`src/fut_pkg.sv`:
```
package fut_pkg;

  localparam int unsigned MaxResults = 4;
  localparam int unsigned CntW = $clog2(MaxResults + 1);
  localparam int unsigned IdxW = $clog2(MaxResults);

  localparam logic [7:0] CharAmp   = 8'h26;
  localparam logic [7:0] CharEq    = 8'h3D;
  localparam logic [7:0] CharPlus  = 8'h2B;
  localparam logic [7:0] CharPct   = 8'h25;
  localparam logic [7:0] CharSpace = 8'h20;

  typedef enum logic [1:0] {
    KIND_NAME  = 2'd0,
    KIND_VALUE = 2'd1,
    KIND_END   = 2'd2
  } fut_kind_e;

  typedef struct packed {
    logic [7:0] data;
    fut_kind_e  kind;
  } fut_res_t;

  typedef struct packed {
    fut_res_t [MaxResults-1:0] res;
    logic [CntW-1:0]           cnt;
  } fut_grp_t;

  typedef struct packed {
    logic full;
    logic push;
  } fut_qctl_t;

  // Returns {valid, value} for an ASCII hex digit of either case.
  function automatic logic [4:0] fut_hex(input logic [7:0] c);
    logic [4:0] r;
    r = '0;
    if (c >= 8'h30 && c <= 8'h39) begin
      r = {1'b1, c[3:0]};
    end else if ((c >= 8'h61 && c <= 8'h66) || (c >= 8'h41 && c <= 8'h46)) begin
      r = {1'b1, 4'(c[3:0] + 4'd9)};
    end
    return r;
  endfunction

  function automatic fut_grp_t fut_push(input fut_grp_t g, input logic [7:0] data,
                                        input fut_kind_e kind);
    fut_grp_t r;
    r = g;
    if (g.cnt < CntW'(MaxResults)) begin
      r.res[g.cnt[IdxW-1:0]].data = data;
      r.res[g.cnt[IdxW-1:0]].kind = kind;
      r.cnt = g.cnt + CntW'(1);
    end
    return r;
  endfunction

  // Emits a held escape literally: the percent sign and then any held digit.
  function automatic fut_grp_t fut_flush(input fut_grp_t g, input logic [1:0] esc,
                                         input logic [7:0] held, input fut_kind_e kind);
    fut_grp_t r;
    r = g;
    if (esc >= 2'd1) begin
      r = fut_push(r, CharPct, kind);
    end
    if (esc >= 2'd2) begin
      r = fut_push(r, held, kind);
    end
    return r;
  endfunction

endpackage

```
`src/fut_in_if.sv`:
```
interface fut_in_if;
  logic       valid;
  logic       ready;
  logic [7:0] in_byte;
  logic       end_of_body;

  modport source (output valid, output in_byte, output end_of_body, input ready);
  modport sink (input valid, input in_byte, input end_of_body, output ready);
endinterface

```
`src/fut_out_if.sv`:
```
interface fut_out_if;
  logic       valid;
  logic       ready;
  logic [7:0] out_byte;
  logic [1:0] token_kind;
  logic       last;

  modport source (output valid, output out_byte, output token_kind, output last,
                  input ready);
  modport sink (input valid, input out_byte, input token_kind, input last,
                output ready);
endinterface

```
`src/fut_core.sv`:
```
module fut_core (
  input  logic             clk_i,
  input  logic             rst_ni,
  input  logic             accept_i,
  input  logic [7:0]       in_byte_i,
  input  logic             eob_i,
  output fut_pkg::fut_grp_t grp_o
);
  import fut_pkg::*;

  typedef enum logic [1:0] {
    PH_START = 2'd0,
    PH_NAME  = 2'd1,
    PH_VALUE = 2'd2,
    PH_DROP  = 2'd3
  } phase_e;

  localparam logic [1:0] EscNone  = 2'd0;
  localparam logic [1:0] EscPct   = 2'd1;
  localparam logic [1:0] EscDigit = 2'd2;

  phase_e     phase_q, phase_d;
  logic [1:0] esc_q, esc_d;
  logic [7:0] held_q, held_d;

  always_comb begin
    fut_grp_t   g;
    fut_kind_e  kind;
    logic       do_dec;
    logic       do_flush;
    logic       do_end;
    logic       plain;
    logic [4:0] hc;
    logic [4:0] hh;

    g        = '0;
    kind     = KIND_NAME;
    do_dec   = 1'b0;
    do_flush = 1'b0;
    do_end   = 1'b0;
    plain    = 1'b0;
    phase_d  = phase_q;
    esc_d    = esc_q;
    held_d   = held_q;
    hc       = fut_hex(in_byte_i);
    hh       = fut_hex(held_q);

    case (phase_q)
      PH_START: begin
        if (in_byte_i == CharEq) begin
          phase_d = PH_DROP;
        end else if (in_byte_i != CharAmp) begin
          phase_d = PH_NAME;
          do_dec  = 1'b1;
        end
      end
      PH_NAME: begin
        if (in_byte_i == CharAmp) begin
          do_flush = 1'b1;
          do_end   = 1'b1;
          phase_d  = PH_START;
        end else if (in_byte_i == CharEq) begin
          do_flush = 1'b1;
          phase_d  = PH_VALUE;
        end else begin
          do_dec = 1'b1;
        end
      end
      PH_VALUE: begin
        kind = KIND_VALUE;
        if (in_byte_i == CharAmp) begin
          do_flush = 1'b1;
          do_end   = 1'b1;
          phase_d  = PH_START;
        end else begin
          do_dec = 1'b1;
        end
      end
      default: begin
        esc_d  = EscNone;
        held_d = '0;
        if (in_byte_i == CharAmp) begin
          phase_d = PH_START;
        end
      end
    endcase

    if (do_flush) begin
      g      = fut_flush(g, esc_q, held_q, kind);
      esc_d  = EscNone;
      held_d = '0;
    end
    if (do_end) begin
      g = fut_push(g, 8'h00, KIND_END);
    end

    if (do_dec) begin
      if (esc_q == EscPct) begin
        if (hc[4]) begin
          held_d = in_byte_i;
          esc_d  = EscDigit;
        end else begin
          g      = fut_flush(g, esc_q, held_q, kind);
          esc_d  = EscNone;
          held_d = '0;
          plain  = 1'b1;
        end
      end else if (esc_q == EscDigit) begin
        if (hc[4]) begin
          g      = fut_push(g, {hh[3:0], hc[3:0]}, kind);
          esc_d  = EscNone;
          held_d = '0;
        end else begin
          g      = fut_flush(g, esc_q, held_q, kind);
          esc_d  = EscNone;
          held_d = '0;
          plain  = 1'b1;
        end
      end else begin
        plain = 1'b1;
      end
      if (plain) begin
        if (in_byte_i == CharPct) begin
          esc_d = EscPct;
        end else if (in_byte_i == CharPlus) begin
          g = fut_push(g, CharSpace, kind);
        end else begin
          g = fut_push(g, in_byte_i, kind);
        end
      end
    end

    if (eob_i) begin
      if (phase_d == PH_NAME || phase_d == PH_VALUE) begin
        g = fut_flush(g, esc_d, held_d,
                      (phase_d == PH_NAME) ? KIND_NAME : KIND_VALUE);
        g = fut_push(g, 8'h00, KIND_END);
      end
      phase_d = PH_START;
      esc_d   = EscNone;
      held_d  = '0;
    end

    grp_o = g;
  end

  always_ff @(posedge clk_i or negedge rst_ni) begin
    if (!rst_ni) begin
      phase_q <= PH_START;
      esc_q   <= EscNone;
      held_q  <= '0;
    end else if (accept_i) begin
      phase_q <= phase_d;
      esc_q   <= esc_d;
      held_q  <= held_d;
    end
  end

endmodule

```
`src/fut_res_queue.sv`:
```
module fut_res_queue (
  input  logic              clk_i,
  input  logic              rst_ni,
  input  logic              push_i,
  input  fut_pkg::fut_grp_t grp_i,
  output logic              full_o,
  output logic              valid_o,
  input  logic              ready_i,
  output fut_pkg::fut_res_t res_o,
  output logic              last_o
);
  import fut_pkg::*;

  fut_grp_t        grp_q [2];
  logic            rd_q;
  logic            wr_q;
  logic [1:0]      cnt_q;
  logic [IdxW-1:0] idx_q;
  fut_grp_t        head;
  logic            pop_item;
  logic            pop_grp;

  assign head     = grp_q[rd_q];
  assign valid_o  = (cnt_q != 2'd0);
  assign full_o   = (cnt_q == 2'd2);
  assign res_o    = head.res[idx_q];
  assign last_o   = ({1'b0, idx_q} == CntW'(head.cnt - CntW'(1)));
  assign pop_item = valid_o && ready_i;
  assign pop_grp  = pop_item && last_o;

  always_ff @(posedge clk_i) begin
    if (push_i) begin
      grp_q[wr_q] <= grp_i;
    end
  end

  always_ff @(posedge clk_i or negedge rst_ni) begin
    if (!rst_ni) begin
      rd_q  <= 1'b0;
      wr_q  <= 1'b0;
      cnt_q <= '0;
      idx_q <= '0;
    end else begin
      if (push_i) begin
        wr_q <= ~wr_q;
      end
      if (pop_grp) begin
        rd_q  <= ~rd_q;
        idx_q <= '0;
      end else if (pop_item) begin
        idx_q <= idx_q + IdxW'(1);
      end
      cnt_q <= cnt_q + {1'b0, push_i} - {1'b0, pop_grp};
    end
  end

endmodule

```
`src/urlencoded_form_tokenizer.sv`:
```
// Streaming x-www-form-urlencoded tokenizer: takes one body byte per item
// and returns the decoded name bytes, value bytes and end-of-pair tokens it
// causes, with last marking the final token of each byte. A byte is decoded
// in the cycle it is accepted and its tokens are registered into a result
// queue that holds the tokens of two bytes and offers them one token per
// cycle while the output is ready, so bytes that yield one token or none
// stream at one byte per cycle. Later bytes are accepted while a byte's
// tokens drain, but input ready drops while the queue holds two bytes.
module urlencoded_form_tokenizer (
  input  logic clk_i,
  input  logic rst_ni,
  fut_in_if.sink    in_i,
  fut_out_if.source out_o
);
  import fut_pkg::*;

  fut_grp_t  grp;
  fut_qctl_t qctl;
  fut_res_t  res;
  logic      accept;

  assign in_i.ready = !qctl.full;
  assign accept     = in_i.valid && in_i.ready;
  assign qctl.push  = accept && (grp.cnt != '0);

  fut_core u_core (
    .clk_i     (clk_i),
    .rst_ni    (rst_ni),
    .accept_i  (accept),
    .in_byte_i (in_i.in_byte),
    .eob_i     (in_i.end_of_body),
    .grp_o     (grp)
  );

  fut_res_queue u_queue (
    .clk_i   (clk_i),
    .rst_ni  (rst_ni),
    .push_i  (qctl.push),
    .grp_i   (grp),
    .full_o  (qctl.full),
    .valid_o (out_o.valid),
    .ready_i (out_o.ready),
    .res_o   (res),
    .last_o  (out_o.last)
  );

  assign out_o.out_byte   = res.data;
  assign out_o.token_kind = res.kind;

endmodule

```
`src/flat_wrapper.sv`:
```
// flat-port wrapper written by rule: the top's interface ports become plain ports
module urlencoded_form_tokenizer_flat import fut_pkg::*;
  (clk_i, rst_ni, in_i_valid, in_i_in_byte, in_i_end_of_body, in_i_ready, out_o_valid, out_o_out_byte, out_o_token_kind, out_o_last, out_o_ready);
  fut_in_if in_i_i ();
  fut_out_if out_o_i ();
  input  logic clk_i;
  input  logic rst_ni;
  input wire logic [$bits(in_i_i.valid)-1:0] in_i_valid;
  input wire logic [$bits(in_i_i.in_byte)-1:0] in_i_in_byte;
  input wire logic [$bits(in_i_i.end_of_body)-1:0] in_i_end_of_body;
  output wire logic [$bits(in_i_i.ready)-1:0] in_i_ready;
  output wire logic [$bits(out_o_i.valid)-1:0] out_o_valid;
  output wire logic [$bits(out_o_i.out_byte)-1:0] out_o_out_byte;
  output wire logic [$bits(out_o_i.token_kind)-1:0] out_o_token_kind;
  output wire logic [$bits(out_o_i.last)-1:0] out_o_last;
  input wire logic [$bits(out_o_i.ready)-1:0] out_o_ready;
  assign in_i_i.valid = in_i_valid;
  assign in_i_i.in_byte = in_i_in_byte;
  assign in_i_i.end_of_body = in_i_end_of_body;
  assign in_i_ready = in_i_i.ready;
  assign out_o_valid = out_o_i.valid;
  assign out_o_out_byte = out_o_i.out_byte;
  assign out_o_token_kind = out_o_i.token_kind;
  assign out_o_last = out_o_i.last;
  assign out_o_i.ready = out_o_ready;
  urlencoded_form_tokenizer u_core (.clk_i(clk_i), .rst_ni(rst_ni), .in_i(in_i_i), .out_o(out_o_i));
endmodule
```
`config.mk`:
```
export PLATFORM = sky130hd
export DESIGN_NAME = urlencoded_form_tokenizer_flat
export DESIGN_NICKNAME = d
export VERILOG_FILES = /design/src/fut_pkg.sv /design/src/fut_in_if.sv /design/src/fut_out_if.sv /design/src/fut_core.sv /design/src/fut_res_queue.sv /design/src/urlencoded_form_tokenizer.sv /design/src/flat_wrapper.sv
export SDC_FILE = /design/constraint.sdc
export NUM_CORES = 1
export LEC_CHECK = 0
export ABC_AREA = 1
export BUFFER_PORTS_ARGS = -buffer_cell sky130_fd_sc_hd__buf_2
export CAP_MARGIN = 30
export CORE_AREA = 4 4 147 149
export CTS_BUF_LIST = sky130_fd_sc_hd__clkbuf_8
export DETAILED_ROUTE_END_ITERATION = 10
export DIE_AREA = 0 0 151 153
export PLACE_DENSITY = 0.55
export SETUP_SLACK_MARGIN = 0.5
export SYNTH_ARGS = -nofsm -noshare
export SYNTH_HDL_FRONTEND = slang
export SYNTH_HIERARCHICAL = 1
export SYNTH_SLANG_ARGS = --single-unit
```
`constraint.sdc`:
```
create_clock -name clk_i -period 16.26 [get_ports clk_i]
set_input_delay 0 -clock clk_i [delete_from_list [all_inputs] [get_ports clk_i]]
set_output_delay 0 -clock clk_i [all_outputs]
set_load 0.02 [all_outputs]
```
; ---- Word level (Yosys, flattened, before mapping)
; Memory sizes are Yosys's and may differ from the RTL's.
; Index checks and enable logic that the tools add are counted.
[word_totals]
regBits = 18
ramBits = 86
input_bits = 13
out_inout_bits = 13
memories = 1
[classes]
n_addsub = 15
magnitude_cmp = 44
eq_ne = 13
mux = 150
bitwise = 2
reduce_logical = 29
[memory_table]
columns = name, words, width, read_ports, rd_ports_with_merged_regs, wr, line
row1 = u_core.u_queue.grp_q, 2, 43, 1, 0, 1, fut_res_queue.sv:14  ; fut_grp_t grp_q [2];
[ops]
columns = op, n
row1 = 43-bit two-way mux, 41
row2 = 40-bit bitwise mux, 22
row3 = 10-bit demux with 2-bit select, 18
row4 = 10-bit two-way mux, 10
row5 = 8-bit two-way mux, 7
row6 = 2-bit two-way mux, 26
row7 = "8-bit by 6-bit == test with 1-bit output, second input constant", 4
row8 = "8-bit by 7-bit >= comparator with 1-bit output, second input constant", 4
row9 = "8-bit by 7-bit <= comparator with 1-bit output, second input constant", 4
row10 = "2-bit by 3-bit less-than comparator with 1-bit output, second input constant", 10
row11 = "3-bit by 1-bit adder with 3-bit output, second input constant", 9
row12 = "3-bit less-than comparator, second input constant", 9
row13 = "2-bit by 1-bit >= comparator with 1-bit output, second input constant", 11
row14 = 10-bit binary-select mux with 2-bit select, 1
row15 = 1-bit logical AND, 19
row16 = 1-bit two-way mux, 17
row17 = "8-bit by 6-bit >= comparator with 1-bit output, second input constant", 2
row18 = "8-bit by 6-bit <= comparator with 1-bit output, second input constant", 2
row19 = 11-bit two-way mux, 1
row20 = 5-bit two-way mux, 2
row21 = "4-bit adder, second input constant", 2
row22 = "2-bit == test, second input constant", 4
row23 = 4-bit two-way mux, 2
row24 = "8-bit by 6-bit != test with 1-bit output, second input constant", 1
row25 = other kinds (18), 25

; ---- Logic depth before layout (Yosys ltp)
[logic_depth]
ltp_word = 90
mapped_depth = 45
mapped_depth_nobuf = 45

; ---- Modules after synthesis
; Netlist, hierarchy kept.
[by_module_without_submodules]
columns = mod, n_inst, cells_each, area_per_inst_um2, seq_area_each_um2
row1 = fut_core, 1, 750, 4160.2, 300.3
row2 = fut_res_queue, 1, 297, 3763.6, 2732.6
row3 = urlencoded_form_tokenizer, 1, 6, 30.0, 0.0

; ---- Least setup slack after synthesis
; No wires, ideal clock.
[synth_timing]
path_kind = reg-to-reg
start = register u_core.u_core.phase_q[0]
end = memory u_core/u_queue/grp_q[0][0] (netlist bit), enable pin
arrival_ns = 7.177
required_ns = 15.816
path_slack_ns = 8.639
path_stages_with_launch = 41
path_buffers = 0
synth_period_minus_slack_ns = 7.621
cell_sequence = dfrtp_1 > inv_1 > ha_1 > inv_1 > a21oi_4 > nand2_2 > inv_2 > nand2_1 > ha_1 > nand2_1 > nand2_2 > ha_1 > nand2_1 > o21ai_1 > inv_1 > nand2_1 > o21ai_2 > ha_1 > [... 5 more ...] > o21bai_1 > nand2_1 > inv_1 > ha_1 > or2_2 > nand2_1 > ha_1 > nand2_1 > nand2_1 > inv_1 > ha_1 > nand2_1 > nand3_1 > nand2_1 > inv_1 > a21oi_2 > inv_1 > nor2_1
[synth_lines]
columns = item, line
row1 = "start, declared", fut_core.sv:22  ; phase_e phase_q, phase_d;
row2 = "start signal, assigned", fut_core.sv:153  ; phase_q <= phase_d;
row3 = "end, declared", fut_res_queue.sv:14

==> qor.yml <==
netlist_area_sq_um: 7954
p_leak_nw: 3.618
cts_resized: 0
hp-class: "in2reg"
mostFrequentLayoutCell: "nand2_1"
ios: 26
cts_buffers: 9
n_fill_cell: 2118
ant_nets: 0
grt_max_degree: 45
fin_nets: 1118
place_congestion: 1.022
slew_violations: 0
fin_skew_ps: 14.03
ys_async_sr_fraction: 0.1731
synth_area_leader_cell: "edfxtp_1"
dp.final_hpwl_microns: 19770
cts_max_path_buffers: 2
track_usage: 0.2272
syn_area_per_cell_sq_um: 7.554
cp-start-kind: "flip-flop"
worstSetupPathType: "reg2reg"
drc: 0
clkTransAtPathRegs_ps: 100
grt_pass1_wl_microns: 40510
synthDominantCellAreaShare: 0.3247
tightest_slew_ps: 785.6
overflow: 0
synth_nets: 1106
portBuffers: 25
place_ws_ps: 9216
mostFrequentLayoutCells: "227 x nand2_1, 122 x inv_1, 99 x nor2_1"
hold_viol: 0
routed-via-count: 7665
initial_core_util: 0.3944
path_max_fanout: 43
status: "complete, no violations"
fin_ws_ps: 9153
postCtsHoldBufs: 2
synthToLayoutAreaGrowth_pct: 6.701
cp-end-kind: "flip-flop"
clk_latency_ps: 370
relSlewSlack: 0.4762
finalInstanceArea_sq_um: 8487
rsz0062_at_grt: "no"
cp_slowest_stage_delay_ps: 680
cpMostUsedCell: "nand2_1"
yosysWarnings: 6
routed_wl_microns: 26300
dieArea_sq_um: 23100
synth_area_leaders: "edfxtp_1 32%, nand2_1 11%, ha_1 6.3%, o21ai_0 6.1%, inv_1 5.7%"
cp.arrival_ps: 7120
finalCriticalPeriod_ps: 7107
place_area_sq_um: 8297
htreeDepth: 3
tns_ps: 0
post_cts_buffers: 0
antenna_found_initial: 0
syn_inst: 1053
synth-seq-cells: 104
maxCapViolations: 0
num_rows: 52
die_y_microns: 153
ys_seq_area_frac: 0.3813
finalSetupViolations: 0
tritoncts: "yes"
diodes: 0
ys.flop_type: "edfxtp_1"
drive_above_1_share: 0.1037
cts.sinks: 104
synth_edf_count: 86
die_width_microns: 151
fin_crit_sh: 0.4371
drt-wirelength-per-cell_microns: 19.63
drtPass1Iterations: 6
cts-root-buf: "clkbuf_8"
ys_types: 51
cp_data_required_time_ps: 16270
whs_ps: 40.02
drtIter0Drc: 786
vias_per_cell: 5.720
peakVddDrop_mv: 0.1183
max_clock_freq_mhz: 140.7
cpMaxStageDelayCell: "dfrtp_1"
p_per_area_nw_per_um2: 167.9
grt_pass1_vias: 7061
coreArea_sq_um: 20170
==> power by group <==
part	switching, mW	leakage [nW]	total, mW	internal (mW)
logic	0.572	2.48	0.807	0.235
clock network	0.0911	0.0930	0.147	0.0561
registers	0.0354	1.05	0.471	0.436
==> metrics by stage <==
stage / power, mW / cells / utilization
finish: 1.425 / 1340 / 0.4208
global route: 1.549 / 1340 / 0.4208
CTS: 1.435 / 1340 / 0.4208
detailed placement: 1.285 / 1322 / 0.4114
global placement: 1.280 / 1322 / 0.4114
floorplan: 1.064 / 1053 / -
==> per-layer routing <==
metal | part of all wire | wire, microns | vias to the layer above | global-route usage
li1 | - | - | 3640 | -
met1 | 0.44 | 11590 | 3572 | 0.3202
met2 | 0.45 | 11720 | 365 | 0.3494
met3 | 0.071 | 1871 | 88 | 0.03168
met4 | 0.043 | 1124 | 0 | 0.09413
met5 | 0 | 0 | - | 0
==> logic make-up (layout without fill, tap and decap cells) <==
| family | Yosys count | in the layout | share of synthesized area |
|---|---|---|---|
| DFF | 104 | 104 | 0.3813 |
| muxes | 1 | 1 | 0.001259 |
| xor gates and xnor gates | 4 | 4 | 0.004405 |
| buffers and inverters | 169 | 186 | 0.08919 |
| adders and majority gates | 40 | 40 | 0.06292 |
| AOI/OAI and AO/OA | 261 | 261 | 0.1949 |
| and+or+nand+nor | 474 | 474 | 0.2660 |
==> synthesized netlist by cell type, types with 12 or more instances <==
master,number
inv_1,121
o21ai_0,97
nand2_1,227
ha_1,40
a21oi_1,32
clkbuf_1,12
edfxtp_1,86
nor2_1,100
buf_2,15
nand2_2,23
o22ai_1,53
dfrtp_1,18
o21ai_1,25
nand3_1,70
o211ai_1,22
nor3_1,19
==> registers in the layout, indices dropped and copies added (netlist names) <==
| name | count |
|---|---|
| u_core/u_queue/grp_q | 86 |
| u_core/u_core/held_q | 8 |
| u_core/u_core/esc_q | 2 |
| u_core/u_core/phase_q | 2 |
| u_core/u_queue/cnt_q | 2 |
| u_core/u_queue/idx_q | 2 |
| u_core/u_queue/rd_q | 1 |
| u_core/u_queue/wr_q | 1 |
==> critical path, delay by kind of cell (launching register included) <==
family	cells	cell delay (ps)
compound gates	6	920
fa+ha+maj	7	1870
buf+inv	7	1030
flops	1	680
simple gates	16	2240
==> path summary, 6_finish.rpt <==
check | startpoint | endpoint | slack [ps] | cells past startpoint
min in group asynchronous | rst_ni | u_core/u_queue/idx_q[1]$_DFFE_PN0P_ | 140 | 2
worst min-delay path | in_i_valid | u_core/u_queue/wr_q$_DFFE_PN0P_ | 40 | 4
max in group asynchronous | rst_ni | u_core/u_core/esc_q[0]$_DFFE_PN0P_ | 15730 | 2
worst min register to register | u_core/u_queue/wr_q$_DFFE_PN0P_ | u_core/u_queue/wr_q$_DFFE_PN0P_ | 550 | 1
worst max-delay path | u_core/u_core/esc_q[1]$_DFFE_PN0P_ | u_core/u_queue/grp_q[0][9]$_DFFE_PP_ | 9150 | 36
worst max register to register | u_core/u_core/esc_q[1]$_DFFE_PN0P_ | u_core/u_queue/grp_q[0][9]$_DFFE_PP_ | 9150 | 36
==> layout make-up <==
| cell class | count | area [sq um] | area share |
|---|---|---|---|
| multi-input cells | 780 | 4219 | 0.4971 |
| flip-flops and latches | 104 | 3033 | 0.3574 |
| inverters | 133 | 506.7 | 0.05971 |
| well taps | 270 | 337.8 | 0.03981 |
| repair buffers | 37 | 220.2 | 0.02595 |
| clock buffers | 9 | 123.9 | 0.01460 |
| clock inverters | 7 | 46.29 | 0.005455 |
No activity file was read; power rests on OpenSTA's default activity.
